`config.mk`:
```
export PLATFORM = sky130hd
export DESIGN_NAME = first_fit_bin_packer
export DESIGN_NICKNAME = d
export VERILOG_FILES = /design/src/ffbp_pkg.sv /design/src/ffbp_node_mem.sv /design/src/first_fit_bin_packer.sv
export VERILOG_INCLUDE_DIRS = /design/src /design/src/src
export SDC_FILE = /design/constraint.sdc
export NUM_CORES = 2
export LEC_CHECK = 0
export BUFFER_PORTS_ARGS = -buffer_cell sky130_fd_sc_hd__buf_2
export CAP_MARGIN = 10
export CORE_MARGIN = 2
export CORE_UTILIZATION = 25
export DETAILED_ROUTE_END_ITERATION = 8
export PLACE_DENSITY = 0.44
export SYNTH_ARGS = -nofsm -noshare
export SYNTH_HDL_FRONTEND = slang
export SYNTH_SLANG_ARGS = --single-unit
```
`constraint.sdc`:
```
create_clock -name clk -period 18.3 [get_ports clk]
set_input_delay 1.83 -clock clk [delete_from_list [all_inputs] [get_ports clk]]
set_output_delay 1.83 -clock clk [all_outputs]
set_load 0.005 [all_outputs]
```
`src/first_fit_bin_packer_defines.svh`:
```
// Assertion macros for the bin packer.
`ifndef FIRST_FIT_BIN_PACKER_DEFINES_SVH
`define FIRST_FIT_BIN_PACKER_DEFINES_SVH

// Checked on every clk edge outside reset.
`define FFBP_ASSERT(lbl, prop, msg) \
  lbl: assert property (@(posedge clk) disable iff (!rst_n) prop) else $error(msg);

// Checked on every clk edge, reset included.
`define FFBP_ASSERT_ALWAYS(lbl, prop, msg) \
  lbl: assert property (@(posedge clk) prop) else $error(msg);

`endif

```
`src/ffbp_pkg.sv`:
```
package ffbp_pkg;

  localparam int BOXES     = 32;
  localparam int CAP_W     = 16;
  localparam int LEVELS    = $clog2(BOXES);
  localparam int NODES     = 2 * BOXES - 1;
  localparam int NODE_W    = $clog2(NODES);
  localparam int LVL_W     = (LEVELS > 1) ? $clog2(LEVELS) : 1;
  localparam int ID_W      = 16;
  localparam int SIZE_W    = 16;
  localparam int BOX_W     = 5;
  localparam int LEFT_W    = 16;
  localparam int CFG_W     = 16;
  localparam int CMP_W     = (CAP_W > SIZE_W) ? CAP_W : SIZE_W;
  localparam int IN_W      = ID_W + SIZE_W;
  localparam int OUT_RAW_W = ID_W + 1 + BOX_W + LEFT_W;
  localparam int OUT_W     = ((OUT_RAW_W + 7) / 8) * 8;

  typedef logic [NODE_W-1:0] node_idx_t;
  typedef logic [CAP_W-1:0]  cap_t;

  localparam cap_t CAP_RESET = cap_t'(32'h0000_FFFF);

  typedef struct packed {
    node_idx_t rd_addr_a;
    node_idx_t rd_addr_b;
    logic      wr_en;
    node_idx_t wr_addr;
    cap_t      wr_data;
    logic      clr;
    cap_t      clr_val;
  } node_req_t;

endpackage

```
`src/ffbp_node_mem.sv`:
```
module ffbp_node_mem
  import ffbp_pkg::*;
(
  input  logic      clk,
  input  logic      rst_n,
  input  node_req_t req,
  output cap_t      rd_data_a,
  output cap_t      rd_data_b
);

  cap_t             mem_r [NODES];
  logic [NODES-1:0] vld_r;
  cap_t             clr_val_r;
  cap_t             rd_a_r;
  cap_t             rd_b_r;
  logic             rvld_a_r;
  logic             rvld_b_r;

  always_ff @(posedge clk) begin
    if (req.wr_en) begin
      mem_r[req.wr_addr] <= req.wr_data;
    end
    rd_a_r <= mem_r[req.rd_addr_a];
    rd_b_r <= mem_r[req.rd_addr_b];
  end

  // entries not written since the last clear read as the clear value
  always_ff @(posedge clk) begin
    if (!rst_n) begin
      vld_r     <= '0;
      clr_val_r <= CAP_RESET;
      rvld_a_r  <= 1'b0;
      rvld_b_r  <= 1'b0;
    end else begin
      rvld_a_r <= vld_r[req.rd_addr_a];
      rvld_b_r <= vld_r[req.rd_addr_b];
      if (req.clr) begin
        vld_r     <= '0;
        clr_val_r <= req.clr_val;
      end else if (req.wr_en) begin
        vld_r[req.wr_addr] <= 1'b1;
      end
    end
  end

  assign rd_data_a = rvld_a_r ? rd_a_r : clr_val_r;
  assign rd_data_b = rvld_b_r ? rd_b_r : clr_val_r;

endmodule

```
`src/first_fit_bin_packer.sv`:
```
// First-fit bin packer over a max tree of box capacities.
// in_*  : one transfer per command. in_tuser = command (0 insert, 1 clear),
//         in_tdata = item_id, item_size.
// out_* : one transfer per command: item_echo, placed, box_index, box_left.
// cfg_* : box_capacity write; takes effect at the next clear.
// An insert reads the root, walks down one tree level per cycle (both children
// read through the two memory read ports), then writes the maxima back up one
// level per cycle before its result goes to the output register. An item that
// fits nowhere skips the walk and goes from the root check to the output
// register; a clear goes straight there. The next input is taken in the cycle
// after the previous result is parked in the output register, so the block
// takes no new command while one is in flight.
// Reset loads 65535 into box_capacity and makes every node read 65535; a clear
// invalidates all nodes at once. When out_tready stays low, the finished
// result waits in the output register and the next item still runs up to the
// point where its own result must be parked.
`include "first_fit_bin_packer_defines.svh"

module first_fit_bin_packer
  import ffbp_pkg::*;
(
  input  logic             clk,
  input  logic             rst_n,
  input  logic             in_tvalid,
  output logic             in_tready,
  input  logic [IN_W-1:0]  in_tdata,   // item_id[15:0], item_size[31:16]
  input  logic             in_tuser,   // command
  output logic             out_tvalid,
  input  logic             out_tready,
  output logic [OUT_W-1:0] out_tdata,  // item_echo[15:0], placed[16],
                                       // box_index[21:17], box_left[37:22]
  input  logic             cfg_valid,
  output logic             cfg_ready,
  input  logic [CFG_W-1:0] cfg_data
);

  typedef enum logic [2:0] {ST_IDLE, ST_ROOT, ST_DESC, ST_UP, ST_FIN} state_t;

  state_t                 state_r, state_nxt;
  node_idx_t              idx_r, idx_nxt;
  logic [LVL_W-1:0]       lvl_r, lvl_nxt;
  logic [SIZE_W-1:0]      size_r, size_nxt;
  cap_t                   cur_r, cur_nxt;
  cap_t                   sib_r [LEVELS];
  logic [ID_W-1:0]        res_id_r, res_id_nxt;
  logic                   res_placed_r, res_placed_nxt;
  logic [BOX_W-1:0]       res_box_r, res_box_nxt;
  logic [LEFT_W-1:0]      res_left_r, res_left_nxt;
  logic                   out_valid_r, out_valid_nxt;
  logic [OUT_W-1:0]       out_data_r, out_data_nxt;
  logic [CFG_W-1:0]       box_cap_r;

  node_req_t              req;
  cap_t                   rd_a, rd_b;
  logic                   in_xfer, slot_free, go_left, root_fits, is_leaf, sib_we;
  cap_t                   sel_val, sib_val, leaf_val, up_max;
  node_idx_t              nidx, parent, box_off;
  logic [NODE_W:0]        child_base, nchild_base;

  ffbp_node_mem u_mem (
    .clk       (clk),
    .rst_n     (rst_n),
    .req       (req),
    .rd_data_a (rd_a),
    .rd_data_b (rd_b)
  );

  assign cfg_ready = 1'b1;
  assign in_tready = (state_r == ST_IDLE);
  assign in_xfer   = in_tvalid && in_tready;
  assign slot_free = !out_valid_r || out_tready;

  assign root_fits   = CMP_W'(rd_a) >= CMP_W'(size_r);
  assign go_left     = CMP_W'(rd_a) >= CMP_W'(size_r);
  assign sel_val     = go_left ? rd_a : rd_b;
  assign sib_val     = go_left ? rd_b : rd_a;
  assign child_base  = {idx_r, 1'b0};
  assign nidx        = NODE_W'(child_base + (go_left ? (NODE_W+1)'(1) : (NODE_W+1)'(2)));
  assign nchild_base = {nidx, 1'b0};
  assign is_leaf     = (lvl_r == LVL_W'(LEVELS - 1));
  assign leaf_val    = CAP_W'(CMP_W'(sel_val) - CMP_W'(size_r));
  assign box_off     = nidx - node_idx_t'(BOXES - 1);
  assign parent      = (idx_r - node_idx_t'(1)) >> 1;
  assign up_max      = (cur_r >= sib_r[lvl_r]) ? cur_r : sib_r[lvl_r];
  assign sib_we      = (state_r == ST_DESC);

  always_comb begin
    state_nxt      = state_r;
    idx_nxt        = idx_r;
    lvl_nxt        = lvl_r;
    size_nxt       = size_r;
    cur_nxt        = cur_r;
    res_id_nxt     = res_id_r;
    res_placed_nxt = res_placed_r;
    res_box_nxt    = res_box_r;
    res_left_nxt   = res_left_r;
    out_valid_nxt  = out_valid_r && !out_tready;
    out_data_nxt   = out_data_r;

    req.rd_addr_a = '0;
    req.rd_addr_b = '0;
    req.wr_en     = 1'b0;
    req.wr_addr   = '0;
    req.wr_data   = '0;
    req.clr       = 1'b0;
    req.clr_val   = cap_t'(box_cap_r);

    unique case (state_r)
      ST_IDLE: begin
        if (in_xfer) begin
          size_nxt       = in_tdata[ID_W +: SIZE_W];
          res_placed_nxt = 1'b0;
          res_box_nxt    = '0;
          res_left_nxt   = '0;
          if (in_tuser) begin
            req.clr    = 1'b1;
            res_id_nxt = '0;
            state_nxt  = ST_FIN;
          end else begin
            res_id_nxt = in_tdata[ID_W-1:0];
            state_nxt  = ST_ROOT;
          end
        end
      end
      ST_ROOT: begin
        req.rd_addr_a = node_idx_t'(1);
        req.rd_addr_b = node_idx_t'(2);
        idx_nxt       = '0;
        lvl_nxt       = '0;
        state_nxt     = root_fits ? ST_DESC : ST_FIN;
      end
      ST_DESC: begin
        idx_nxt = nidx;
        if (is_leaf) begin
          req.wr_en      = 1'b1;
          req.wr_addr    = nidx;
          req.wr_data    = leaf_val;
          cur_nxt        = leaf_val;
          res_placed_nxt = 1'b1;
          res_box_nxt    = BOX_W'(box_off);
          res_left_nxt   = LEFT_W'(leaf_val);
          state_nxt      = ST_UP;
        end else begin
          req.rd_addr_a = NODE_W'(nchild_base + (NODE_W+1)'(1));
          req.rd_addr_b = NODE_W'(nchild_base + (NODE_W+1)'(2));
          lvl_nxt       = lvl_r + LVL_W'(1);
        end
      end
      ST_UP: begin
        req.wr_en   = 1'b1;
        req.wr_addr = parent;
        req.wr_data = up_max;
        cur_nxt     = up_max;
        idx_nxt     = parent;
        if (lvl_r == '0) begin
          state_nxt = ST_FIN;
        end else begin
          lvl_nxt = lvl_r - LVL_W'(1);
        end
      end
      ST_FIN: begin
        if (slot_free) begin
          out_valid_nxt = 1'b1;
          out_data_nxt  = OUT_W'({res_left_r, res_box_r, res_placed_r, res_id_r});
          state_nxt     = ST_IDLE;
        end
      end
      default: state_nxt = ST_IDLE;
    endcase
  end

  always_ff @(posedge clk) begin
    if (!rst_n) begin
      state_r     <= ST_IDLE;
      out_valid_r <= 1'b0;
      box_cap_r   <= CFG_W'(16'hFFFF);
    end else begin
      state_r     <= state_nxt;
      out_valid_r <= out_valid_nxt;
      if (cfg_valid && cfg_ready) begin
        box_cap_r <= cfg_data;
      end
    end
  end

  always_ff @(posedge clk) begin
    idx_r        <= idx_nxt;
    lvl_r        <= lvl_nxt;
    size_r       <= size_nxt;
    cur_r        <= cur_nxt;
    res_id_r     <= res_id_nxt;
    res_placed_r <= res_placed_nxt;
    res_box_r    <= res_box_nxt;
    res_left_r   <= res_left_nxt;
    out_data_r   <= out_data_nxt;
    if (sib_we) begin
      sib_r[lvl_r] <= sib_val;
    end
  end

  assign out_tvalid = out_valid_r;
  assign out_tdata  = out_data_r;

  `FFBP_ASSERT_ALWAYS(a_reset_idle, !rst_n |=> state_r == ST_IDLE, "not idle after reset")
  `FFBP_ASSERT(a_accept_leaves_idle, in_xfer |=> state_r != ST_IDLE, "accept did not start work")
  `FFBP_ASSERT(a_write_in_walk, req.wr_en |-> (state_r == ST_DESC || state_r == ST_UP),
    "node write outside tree walk")
  `FFBP_ASSERT(a_fin_delivers, (state_r == ST_FIN && slot_free) |=> out_tvalid,
    "finished result not presented")
  `FFBP_ASSERT(a_unplaced_zero,
    (out_tvalid && !out_tdata[ID_W]) |-> (out_tdata[OUT_RAW_W-1:ID_W+1] == '0),
    "unplaced result carries box data")

endmodule
```
==> results.toml <==
[timing]
finalClockSkew_ps = 28.5
worstMarginPinSlew_ps = 1150
maxSlewViolCount = 0
fmax_ghz = 0.132
grt_setup_unrepaired = "false"
slew_headroom = 0.231
layout_setup_ws_ps = 10720
period_share = 0.414
setup_violations = 0
final-hold-violation-count = 0
hold_ws_ps = 418
fin_crit_ps = 7580
fin_tns_setup_ps = 0

[yosys]
synth.cell_area_sq_mm = 0.0548
syn_area_per_cell_sq_um = 12.7
synth_seq_area_share = 0.711
syn_inst = 4315
ys_ff_latch = 1341
dominantRegCellSynth = "edfxtp_1"
synthArstFlopShare = 0
synth-edff-count = 1205
ys_types = 67
ys.warnings.count = 0

[floorplanning]
die-area_sq_mm = 0.223
row_count = 171
die_w_um = 472
die_h_um = 472
floorplan.initialDensity = 0.252
placeableCoreArea_sq_mm = 0.217
ios = 97

[critical_path]
cp_slowest_cell = "dfxtp_1"
cp_cell_sequence = "mux2i_1 > inv_1 > ha_1 > o21a_1 > o21ai_1 > or4b_4 > a211o_1 > nand2_4 > clkinv_2 > o21a_1 > ha_1 > nor2b_1 > o31a_1 > o41ai_1 > o21ai_0 > or4_1 > nand2_1 > o2111ai_1 > a21oi_1 > xnor2_1 > o21ai_4 > buf_4"
reg2reg_to = "u_mem.mem_r[58][15]"
end_kind = "flop"
arrival_ps = 8070
required_ps = 18800
r2r-start = "u_mem.rvld_a_r"
worst_setup_path_start_kind = "flop"
path_class = "flop to flop"
slowest_delay_ps = 1020
r2r_cells = 22
path_max_fanout = 63
r2r_setup_slack_ps = 10720

[routing]
wl_per_cell_um = 25.8
ant_nets = 0
drc = 0
routed-via-count = 36000
routed_via_density = 4.85
first_pass_iters = 5
first_iter_violations = 4121
wirelength_mm = 191

[placed_design]
post-dp-hpwl_mm = 117
dp_worst_setup_slack_ps = 10880
placed_area_sq_mm = 0.0591
gp_congestion = 0.862
dp.cells = 7128
portBuffers = 93

[layout]
drive_gt1_frac = 0.114
final_nets = 4535
layout_common_cells = "1205 x edfxtp_1, 997 x nand2_1, 290 x nand3_1"
fillCellCount = 22100
fin_area_sq_mm = 0.0638
fin_cells = 7407
area_delta_synth_final_pct = 16.5
post-route-util = 0.294
final_common_cell = "edfxtp_1"

[clock_tree]
clk_latency_ps = 800
clk_pin_slew_ps = 60
cts_tree = "built"
cts.sinks = 1341
cts-root-buf = "clkbuf_16"
cts_buffer_depth = 3
htree_levels = 4
postCtsHoldBufs = 0
cts_buffers = 151
cts_resized = 0
postCtsSetupBuffers = 0

[pwr]
irDropWorstVdd_v = 0.000106
total_power_mw = 8.66
p_leak_nw = 21.8
p_per_area_mw_per_mm2 = 136

[hold_path]
hold_start = "res_id_r[5]"
min_to = "out_tdata[5]"
hold_class = "flop to flop"
holdPathStages = 0

[global_routing]
antenna_found_initial = 13
groute.usage.overall = 0.167
grt_pass1_vias = 34700
grt-ovfl-total = 0
grt_pass1_wl_mm = 270
grt_max_degree = 152

[flow_run]
cap_violations = 0

[status]
status = "complete, no violations"
synthesized netlist by cell type, types with 9 or more instances:
cell / number / area share
edfxtp_1: 1205 / 0.66
nand2_1: 1001 / 0.069
nor2_1: 300 / 0.021
nand3_1: 290 / 0.027
a21oi_1: 165 / 0.015
mux2i_1: 160 / 0.029
clkbuf_1: 155 / 0.011
dfxtp_1: 136 / 0.050
a31oi_1: 116 / 0.013
o21ai_0: 105 / 0.0096
buf_2: 71 / 0.0065
ha_1: 52 / 0.012
inv_1: 48 / 0.0033
o211ai_1: 43 / 0.0059
and3_1: 41 / 0.0047
o221ai_1: 41 / 0.0066
buf_1: 35 / 0.0024
a311oi_1: 34 / 0.0054
nor4_1: 32 / 0.0037
nor2b_1: 25 / 0.0029
a211oi_1: 18 / 0.0025
a221oi_1: 18 / 0.0029
nor3b_1: 17 / 0.0023
mux4_2: 16 / 0.0066
nor3_1: 16 / 0.0015
o32ai_1: 15 / 0.0024
xor2_1: 15 / 0.0024
a21o_1: 14 / 0.0019
mux2_2: 14 / 0.0029
a22o_1: 13 / 0.0021
xnor2_1: 11 / 0.0018
nand2b_1: 9 / 0.0010
kinds of logic after synthesis:
family | share of synthesized area
AND/OR/NAND/NOR | 0.135
flip-flops | 0.711
AO/OA/AOI/OAI | 0.0752
buffers and inverters | 0.0238
multiplexers | 0.0387
adder cells (fa/ha/maj) | 0.0126
XOR/XNOR | 0.00416
other | 0.000137
final cells by class:
cell class	count	area [sq um]	area share
Inverter	48	181	0.00284
Tap cell	2854	3570	0.0560
Multi-Input combinational cell	2660	14900	0.233
Clock buffer	212	4240	0.0665
Antenna cell	3	7.51	0.000118
Sequential cell	1341	38900	0.610
Clock inverter	64	490	0.00769
Timing Repair Buffer	225	1530	0.0240
routing by layer:
| layer | GRT usage | vias up | wire, um |
|---|---|---|---|
| li1 | - | 16100 | - |
| met1 | 0.232 | 18500 | 85700 |
| met2 | 0.268 | 1163 | 88800 |
| met3 | 0.0290 | 208 | 11300 |
| met4 | 0.0492 | 2 | 5120 |
| met5 | 0 | - | 13 |
power breakdown:
group          internal [mW]  leakage (nW)  switching (mW)
combinational          0.586          6.84            1.51
clock                   1.66          2.31            1.27
sequential              3.52          12.7           0.123
total                   5.76          21.8            2.90
state kept, by name, summed over array words and instances, names as in the netlist, 5 cells and up, named ones only:
signal           flops
u_mem.vld_r         63
box_cap_r           16
u_mem.rd_b_r        16
u_mem.clr_val_r     16
sib_r               80
cur_r               16
out_tdata           38
res_box_r            5
u_mem.mem_r       1008
res_left_r          16
res_id_r            16
size_r              16
idx_r                6
u_mem.rd_a_r        16
how the worst max path moves through the flow:
stage / start / end / slack, ps / depth (start not counted)
after floorplan: u_mem.rvld_a_r / u_mem.mem_r[0][13] / 9500 / 25
after global routing: u_mem.rvld_a_r / u_mem.mem_r[35][15] / 10350 / 22
after CTS: u_mem.rvld_a_r / u_mem.mem_r[51][15] / 10820 / 22
after global placement: u_mem.rvld_a_r / u_mem.mem_r[31][15] / 10870 / 22
final: u_mem.rvld_a_r / u_mem.mem_r[58][15] / 10720 / 22
after detailed placement: u_mem.rvld_a_r / u_mem.mem_r[27][15] / 10880 / 22
critical path, delay by kind of cell, from the launching register on:
family	cells	cell delay (ps)
adders and majority gates	2	570
DFF	1	1020
buffers and inverters	3	1160
and+or+nand+nor	5	1580
muxes	1	360
AOI/OAI and AO/OA	10	2280
xor gates and xnor gates	1	170
Power figures use the tool's default switching activity.
